**src/rtl/cbrf_pkg.sv**
```systemverilog
// Types, opcode codes and constants of the bit/rotate/flag unit.
`timescale 1ns / 1ps

package cbrf_pkg;

  // flag bit positions
  localparam int unsigned FLAG_Z = 3;
  localparam int unsigned FLAG_N = 2;
  localparam int unsigned FLAG_H = 1;
  localparam int unsigned FLAG_C = 0;

  // unprefixed opcodes
  localparam logic [7:0] OP_RLCA = 8'h07;
  localparam logic [7:0] OP_RRCA = 8'h0F;
  localparam logic [7:0] OP_RLA  = 8'h17;
  localparam logic [7:0] OP_RRA  = 8'h1F;
  localparam logic [7:0] OP_DAA  = 8'h27;
  localparam logic [7:0] OP_CPL  = 8'h2F;
  localparam logic [7:0] OP_SCF  = 8'h37;
  localparam logic [7:0] OP_CCF  = 8'h3F;

  // INC r / DEC r: 00rrr10d
  localparam logic [7:0] INCDEC_MASK  = 8'hC6;
  localparam logic [7:0] INCDEC_MATCH = 8'h04;

  // DAA adjustments
  localparam logic [7:0] DAA_ADJ_HI  = 8'h60;
  localparam logic [7:0] DAA_ADJ_LO  = 8'h06;
  localparam logic [7:0] DAA_MAX_BCD = 8'h99;
  localparam logic [3:0] DAA_MAX_NIB = 4'h9;

  // CB opcode groups (bits 7:6)
  typedef enum logic [1:0] {
    CB_GRP_ROT = 2'd0,
    CB_GRP_BIT = 2'd1,
    CB_GRP_RES = 2'd2,
    CB_GRP_SET = 2'd3
  } cb_grp_t;

  // CB rotate/shift selectors (bits 5:3 in group 0)
  typedef enum logic [2:0] {
    CB_RLC  = 3'd0,
    CB_RRC  = 3'd1,
    CB_RL   = 3'd2,
    CB_RR   = 3'd3,
    CB_SLA  = 3'd4,
    CB_SRA  = 3'd5,
    CB_SWAP = 3'd6,
    CB_SRL  = 3'd7
  } cb_rot_t;

  typedef struct packed {
    logic       prefixed;
    logic [7:0] opcode;
    logic [7:0] operand;
    logic [3:0] flags_in;
  } in_item_t;

  typedef struct packed {
    logic [7:0] result;
    logic [3:0] flags_out;
    logic       write_back;
    logic       illegal;
  } out_item_t;

endpackage

```
**src/rtl/cbrf_in_if.sv**
```systemverilog
// Valid/ready channel carrying one operation request.
`timescale 1ns / 1ps

interface cbrf_in_if;
  logic               valid;
  logic               ready;
  cbrf_pkg::in_item_t data;

  modport source (output valid, output data, input ready);
  modport sink (input valid, input data, output ready);
endinterface

```
**src/rtl/cbrf_out_if.sv**
```systemverilog
// Valid/ready channel carrying one operation result.
`timescale 1ns / 1ps

interface cbrf_out_if;
  logic                valid;
  logic                ready;
  cbrf_pkg::out_item_t data;

  modport source (output valid, output data, input ready);
  modport sink (input valid, input data, output ready);
endinterface

```
**src/rtl/cbrf_exec.sv**
```systemverilog
// Combinational decode and execute of one bit/rotate/flag operation.
`timescale 1ns / 1ps

module cbrf_exec (
  input  cbrf_pkg::in_item_t  item,
  output cbrf_pkg::out_item_t res
);

  always_comb begin
    logic [7:0]        v;
    logic [7:0]        r;
    logic [7:0]        op;
    logic              z, n, h, c, wb, ill, dec;
    logic [2:0]        b;
    cbrf_pkg::cb_grp_t grp;
    cbrf_pkg::cb_rot_t rot;

    op  = item.opcode;
    v   = item.operand;
    z   = item.flags_in[cbrf_pkg::FLAG_Z];
    n   = item.flags_in[cbrf_pkg::FLAG_N];
    h   = item.flags_in[cbrf_pkg::FLAG_H];
    c   = item.flags_in[cbrf_pkg::FLAG_C];
    r   = v;
    wb  = 1'b1;
    ill = 1'b0;
    b   = op[5:3];
    grp = cbrf_pkg::cb_grp_t'(op[7:6]);
    rot = cbrf_pkg::cb_rot_t'(op[5:3]);
    dec = op[0];

    if (item.prefixed) begin
      unique case (grp)
        cbrf_pkg::CB_GRP_ROT: begin
          unique case (rot)
            cbrf_pkg::CB_RLC:  begin r = {v[6:0], v[7]};  c = v[7]; end
            cbrf_pkg::CB_RRC:  begin r = {v[0], v[7:1]};  c = v[0]; end
            cbrf_pkg::CB_RL:   begin r = {v[6:0], c};     c = v[7]; end
            cbrf_pkg::CB_RR:   begin r = {c, v[7:1]};     c = v[0]; end
            cbrf_pkg::CB_SLA:  begin r = {v[6:0], 1'b0};  c = v[7]; end
            cbrf_pkg::CB_SRA:  begin r = {v[7], v[7:1]};  c = v[0]; end
            cbrf_pkg::CB_SWAP: begin r = {v[3:0], v[7:4]}; c = 1'b0; end
            cbrf_pkg::CB_SRL:  begin r = {1'b0, v[7:1]};  c = v[0]; end
            default:           begin r = v; end
          endcase
          z = (r == 8'h00);
          n = 1'b0;
          h = 1'b0;
        end
        cbrf_pkg::CB_GRP_BIT: begin
          z  = ~v[b];
          n  = 1'b0;
          h  = 1'b1;
          wb = 1'b0;
        end
        cbrf_pkg::CB_GRP_RES: r = v & ~(8'h01 << b);
        cbrf_pkg::CB_GRP_SET: r = v | (8'h01 << b);
        default:              r = v;
      endcase
    end else if ((op & cbrf_pkg::INCDEC_MASK) == cbrf_pkg::INCDEC_MATCH) begin
      r = dec ? (v - 8'h01) : (v + 8'h01);
      z = (r == 8'h00);
      n = dec;
      h = dec ? (r[3:0] == 4'hF) : (r[3:0] == 4'h0);
    end else begin
      unique case (op)
        cbrf_pkg::OP_RLCA: begin r = {v[6:0], v[7]}; c = v[7]; z = 1'b0; n = 1'b0; h = 1'b0; end
        cbrf_pkg::OP_RRCA: begin r = {v[0], v[7:1]}; c = v[0]; z = 1'b0; n = 1'b0; h = 1'b0; end
        cbrf_pkg::OP_RLA:  begin r = {v[6:0], c};    c = v[7]; z = 1'b0; n = 1'b0; h = 1'b0; end
        cbrf_pkg::OP_RRA:  begin r = {c, v[7:1]};    c = v[0]; z = 1'b0; n = 1'b0; h = 1'b0; end
        cbrf_pkg::OP_DAA: begin
          // N is kept; after a subtraction carry is kept too
          if (n) begin
            if (c) r = r - cbrf_pkg::DAA_ADJ_HI;
            if (h) r = r - cbrf_pkg::DAA_ADJ_LO;
          end else begin
            if (c || (v > cbrf_pkg::DAA_MAX_BCD)) begin
              r = r + cbrf_pkg::DAA_ADJ_HI;
              c = 1'b1;
            end
            if (h || (v[3:0] > cbrf_pkg::DAA_MAX_NIB)) r = r + cbrf_pkg::DAA_ADJ_LO;
          end
          z = (r == 8'h00);
          h = 1'b0;
        end
        cbrf_pkg::OP_CPL: begin r = ~v; n = 1'b1; h = 1'b1; end
        cbrf_pkg::OP_SCF: begin c = 1'b1; n = 1'b0; h = 1'b0; wb = 1'b0; end
        cbrf_pkg::OP_CCF: begin c = ~c;   n = 1'b0; h = 1'b0; wb = 1'b0; end
        default: begin
          r   = 8'h00;
          wb  = 1'b0;
          ill = 1'b1;
        end
      endcase
    end

    res.result     = r;
    res.flags_out  = {z, n, h, c};
    res.write_back = wb;
    res.illegal    = ill;
  end

endmodule

```
**src/rtl/cpu_bit_rotate_flag_unit_core.sv**
```systemverilog
// Top level of the bit/rotate/flag execution unit: input and result registers.
`timescale 1ns / 1ps

// Bit, rotate and flag execution unit of an 8-bit CPU.
// in_ch carries one request per transfer: prefixed mark, opcode, operand byte
// and Z/N/H/C flags. out_ch returns exactly one result per request, in order:
// the new byte, the new flags, a write-back mark and an illegal-opcode mark.
// A request is first held in the input register; then the decode/execute
// logic feeds the result register, from which the result is shown. Throughput
// is one operation per cycle; in_ch.ready only drops when both registers are
// full and out_ch.ready is low.
// When the receiver stalls, the result register holds its value and the
// input register keeps one more request, so up to two requests are buffered.
// A synchronous active-low reset empties both registers; nothing else has
// state, so the unit accepts requests in the first cycle after reset.

module cpu_bit_rotate_flag_unit_core (
  input  logic        clk,
  input  logic        rst_n,
  cbrf_in_if.sink     in_ch,
  cbrf_out_if.source  out_ch
);

  logic                s1_vld_r, s1_vld_nxt;
  cbrf_pkg::in_item_t  s1_item_r;
  logic                s2_vld_r, s2_vld_nxt;
  cbrf_pkg::out_item_t s2_item_r;
  cbrf_pkg::out_item_t exec_res;
  logic                in_xfer, out_xfer, s2_load;

  cbrf_exec u_exec (
    .item (s1_item_r),
    .res  (exec_res)
  );

  assign s2_load     = s1_vld_r && (!s2_vld_r || out_ch.ready);
  assign in_ch.ready = !s1_vld_r || s2_load;
  assign in_xfer     = in_ch.valid && in_ch.ready;
  assign out_xfer    = s2_vld_r && out_ch.ready;

  assign out_ch.valid = s2_vld_r;
  assign out_ch.data  = s2_item_r;

  always_comb begin
    s1_vld_nxt = s1_vld_r;
    if (in_xfer) s1_vld_nxt = 1'b1;
    else if (s2_load) s1_vld_nxt = 1'b0;

    s2_vld_nxt = s2_vld_r;
    if (s2_load) s2_vld_nxt = 1'b1;
    else if (out_xfer) s2_vld_nxt = 1'b0;
  end

  always_ff @(posedge clk) begin
    if (!rst_n) begin
      s1_vld_r <= 1'b0;
      s2_vld_r <= 1'b0;
    end else begin
      s1_vld_r <= s1_vld_nxt;
      s2_vld_r <= s2_vld_nxt;
    end
  end

  always_ff @(posedge clk) begin
    if (in_xfer) s1_item_r <= in_ch.data;
    if (s2_load) s2_item_r <= exec_res;
  end

endmodule

```
**src/flat_wrapper.sv**
```systemverilog
// flat-port wrapper written by rule: the top's interface ports become plain ports
module cpu_bit_rotate_flag_unit_core_flat 
  (clk, rst_n, in_ch_valid, in_ch_data, in_ch_ready, out_ch_valid, out_ch_data, out_ch_ready);
  cbrf_in_if in_ch_i ();
  cbrf_out_if out_ch_i ();
  input  logic clk;
  input  logic rst_n;
  input wire logic [$bits(in_ch_i.valid)-1:0] in_ch_valid;
  input wire logic [$bits(in_ch_i.data)-1:0] in_ch_data;
  output wire logic [$bits(in_ch_i.ready)-1:0] in_ch_ready;
  output wire logic [$bits(out_ch_i.valid)-1:0] out_ch_valid;
  output wire logic [$bits(out_ch_i.data)-1:0] out_ch_data;
  input wire logic [$bits(out_ch_i.ready)-1:0] out_ch_ready;
  assign in_ch_i.valid = in_ch_valid;
  assign in_ch_i.data = in_ch_data;
  assign in_ch_ready = in_ch_i.ready;
  assign out_ch_valid = out_ch_i.valid;
  assign out_ch_data = out_ch_i.data;
  assign out_ch_i.ready = out_ch_ready;
  cpu_bit_rotate_flag_unit_core u_core (.clk(clk), .rst_n(rst_n), .in_ch(in_ch_i), .out_ch(out_ch_i));
endmodule
```
**config.mk**
```make
export PLATFORM = sky130hd
export DESIGN_NAME = cpu_bit_rotate_flag_unit_core_flat
export DESIGN_NICKNAME = d
export VERILOG_FILES = /design/src/rtl/cbrf_pkg.sv /design/src/rtl/cbrf_in_if.sv /design/src/rtl/cbrf_out_if.sv /design/src/rtl/cbrf_exec.sv /design/src/rtl/cpu_bit_rotate_flag_unit_core.sv /design/src/flat_wrapper.sv
export SDC_FILE = /design/constraint.sdc
export NUM_CORES = 1
export LEC_CHECK = 0
export BUFFER_PORTS_ARGS = -buffer_cell sky130_fd_sc_hd__buf_2
export CORE_MARGIN = 3
export CORE_UTILIZATION = 64
export CTS_CLUSTER_SIZE = 10
export DETAILED_ROUTE_END_ITERATION = 16
export PLACE_DENSITY = 0.93
export RECOVER_POWER = 50
export SYNTH_ARGS = -nofsm -noshare
export SYNTH_HDL_FRONTEND = slang
export SYNTH_SLANG_ARGS = --single-unit
```
**constraint.sdc**
```tcl
create_clock -name clk -period 5 [get_ports clk]
set_input_delay 0.5 -clock clk [delete_from_list [all_inputs] [get_ports clk]]
set_output_delay 0.5 -clock clk [all_outputs]
set_load 0.02 [all_outputs]
```
==> metrics.md <==
| Metric | Value |
|---|---|
| Final setup margin | `about 1.8 ns` |
| Fin util | `between 70 and 80%` |
| I/O pin cnt | `between 40 and 50` |
| CTS tree | `done` |
| Post-route clock skew | `about 0.0041 ns` |
| Most common cell in the synthesized netlist | `nand2_1` |
| Core area | `between 5000 and 6000 µm²` |
| DP HPWL | `between 7000 and 8000 µm` |
| Worst endpoint data arrival time | `3.23 ns` |
| Diodes inserted | `0` |
| Vias in the first global route | `between 3k and 4k` |
| Sequential share of the synthesized area | `30.31%` |
| Reg2reg start | `u_core.s1_item_r[9]` |
| GRT Overall Usage | `approximately a third` |
| IO Port Bufs | `40` |
| Worst R2R End | `u_core.out_ch.data[13]` |
| Fillers | `427` |
| Worst hold path type | `in2reg` |
| Area Overhead vs Synth | `6.257%` |
| Max-Slew Margin vs Limit | `7.902%` |
| Die ar. | `between 6000 and 7000 µm²` |
| Fmax | `about 310 MHz` |
| VDD IR max | `between 0.15 and 0.2 mV` |
| Family with the most delay on the worst path | `flip-flops` |
| Cts repair resizes | `0` |
| Largest net degree at the start of global routing | `31` |
| Worst path max stage delay | `approximately 0.89 ns` |
| Sw Ratio | `approximately 34%` |
| Synth Instances | `between 400 and 500` |
| Startpoint of the worst hold path | `in_ch_data[15]` |
| CP startpoint kind | `flop` |
| Initial antenna violation count | `0` |
| Crit path max fanout | `25` |
| WP buf/inv | `1` |
| Final setup fails | `0` |
| Clock power frac | `around 28%` |
| Sequential Power Share | `a little under half` |
| Synth async-reset ratio | `0%` |
| Worst path required time | `a little over 5 ns` |
| Share of post-route cells with drive strength above 1 | `about 11%` |
| CP Launch Point | `u_core.s1_item_r[9]` |
| Combinational power share | `26.3%` |
| Final hold violation count | `0` |
| GRT overflow | `0` |
| Crit. End Element | `flop` |
| Hold Buf Count CTS | `0` |
| TNS Setup | `0 ns` |
| Most frequent cells after synthesis | `nand2_1, edfxtp_1, a21oi_1` |
| Pre-CTS WS | `approximately 1.9 ns` |
| Clk slew on worst S/H paths | `about 0.080 ns` |
| Largest cells by area after synthesis | `edfxtp_1, ha_1, nand2_1` |
| R2R setup slack | `1.82 ns` |
| Chip Width | `81.00 µm` |
| Min-Delay Path Depth | `1` |
| Final min period | `between 3 and 4 ns` |
| Syn_area_per_cell | `8.391 µm²` |
| Period Utilization, post-route | `about 64%` |
| Clk sinks | `37` |
| Register area | `1091 µm²` |
| Die height | `just over 80 µm` |
| Slew @ Worst Pin | `1.381 ns` |
| Routed vias/inst | `approximately 7.1` |
| Most used routing layer | `met2` |
| Post CTS Setup Buffer Count | `0` |
| Clock root buffer master | `clkbuf_8` |
| Cts bufs inserted | `5` |
| Pwr dens | `230.3 nW/µm²` |
| Slowest-stage cell, CP | `edfxtp_1` |
| Internal | `0.5833 mW` |
| Final WL | `10,640 µm` |
| Synth Warn # | `0` |
| WL/cell | `~21 µm` |
| #FFs+latches synth | `37` |
| Max clock buf depth | `2` |
| Leakage power total | `approximately 1.4 nW` |
| Clock latency at the later pin of the worst-skew pair | `between 0.2 and 0.3 ns` |
| Global-route wire length before repair | `roughly 17,000 µm` |
| Cell Chain, Critical Path | `inv_1 > ha_1 > and3b_1 > o211ai_1 > nand2_1 > a211o_1 > a31o_1 > o21a_1` |
| Hold EP | `u_core.s1_item_r[15]` |
| Cell Area, Synth | `~3600 µm²` |
| Post-synth EDFFs | `35` |
| Status | `finished clean` |
| Psw | `~0.30 mW` |
| DRT antenna net count | `0` |
| Kind of critical path | `reg2reg` |
| Slew Viols, Final | `0` |
| Yosys top cell by area | `edfxtp_1` |
| Initial Utilization | `slightly below 70%` |
| H-tree depth | `2` |
| Met2 Use GR | `about 52%` |
| DR iter-0 viols | `about 630` |
| DR pass1 iterations | `7` |
| Post-synth top area share | `between 20 and 30%` |
| Rows | `26` |
| Multi-input gate area | `2283 µm²` |
| Syn Nets | `approximately 470` |
| Via count | `approximately 3.7k` |
| Synth cell types | `71` |
| Met3 GRT Util | `under 10%` |
| Routability cong. | `~1` |
| Met1 Use GR | `about 45%` |
| Top FF cell, synth | `edfxtp_1` |
| Hold Slack | `~0.37 ns` |
| Max_cap viols | `0` |
| Nets | `about 480` |
| Worst reg2reg path depth | `8` |
| RSZ-0062 raised after global routing | `no` |
| DR DRC count | `0` |
kinds of logic (layout without fill, tap and decap cells):
kind of cell | Yosys count | count (layout) | share of synthesized area (%)
buffers and inverters | 51 | 66 | 6.256
xor gates and xnor gates | 8 | 8 | 1.947
DFF | 37 | 37 | 30.31
AOI/OAI and AO/OA | 138 | 138 | 25.83
and+or+nand+nor | 164 | 164 | 25.06
adders and majority gates | 13 | 13 | 4.727
muxes | 18 | 18 | 5.874
layout make-up:
class                      count  area share [%]
inverter                      15           1.472
tap                           70           2.290
timing repair buffer          43           5.267
clock inverter                 1          0.2290
sequential                    37           28.52
clock buffer                   7           2.519
multi-input combinational    341           59.70
cell usage in the layout, fill, tap and decap left out, types with 10 or more instances in the layout:
| cell type | Yosys | final |
|---|---|---|
| a21oi_1 | 29 | 29 |
| buf_2 | 18 | 23 |
| clkbuf_1 | 15 | 17 |
| edfxtp_1 | 35 | 35 |
| ha_1 | 12 | 12 |
| inv_1 | 14 | 14 |
| mux2i_1 | 11 | 11 |
| nand2_1 | 39 | 39 |
| nand2b_1 | 11 | 11 |
| nand3_1 | 13 | 13 |
| nor2_1 | 26 | 26 |
| nor2b_1 | 12 | 12 |
| nor3_1 | 14 | 14 |
| o211ai_1 | 10 | 10 |
| o21ai_0 | 27 | 27 |
per-layer routing:
layer | wire length [µm] | vias up
met5 | 0 | -
met4 | 431 | 0
met3 | 1292 | 48
met2 | 4843 | 287
met1 | 4076 | 1666
li1 | - | 1657
per-stage QoR:
step | total power, mW | cell area [µm²] | cells
floorplan | 0.5726 | 3600 | 429
global placement | 0.6294 | 3741 | 506
detailed placement | 0.6357 | 3741 | 506
CTS | 0.8743 | 3846 | 514
global route | 0.9148 | 3825 | 514
finish | 0.8808 | 3825 | 514
power by group through the flow:
stage / logic (mW) / registers [mW] / clock network (mW)
after CTS: 0.226 / 0.404 / 0.244
after global placement: 0.219 / 0.411 / 0
after detailed placement: 0.225 / 0.411 / 0
after floorplan: 0.187 / 0.386 / 0
final: 0.232 / 0.407 / 0.242
after global routing: 0.251 / 0.409 / 0.255
registers in the layout, summed over array words and instances, names as in the netlist:
register and count:
u_core.s1_item_r 21, u_core.out_ch.data 14, u_core.out_ch.valid 1, u_core.s1_vld_r 1
worst max-delay path by stage:
stage               cells after the start                     end
floorplan                              10  u_core.out_ch.data[13]
global placement                        8  u_core.out_ch.data[13]
detailed placement                      8  u_core.out_ch.data[13]
CTS                                     8  u_core.out_ch.data[13]
global route                            8  u_core.out_ch.data[13]
finish                                  8  u_core.out_ch.data[13]
(Power assumes the default switching activity.)
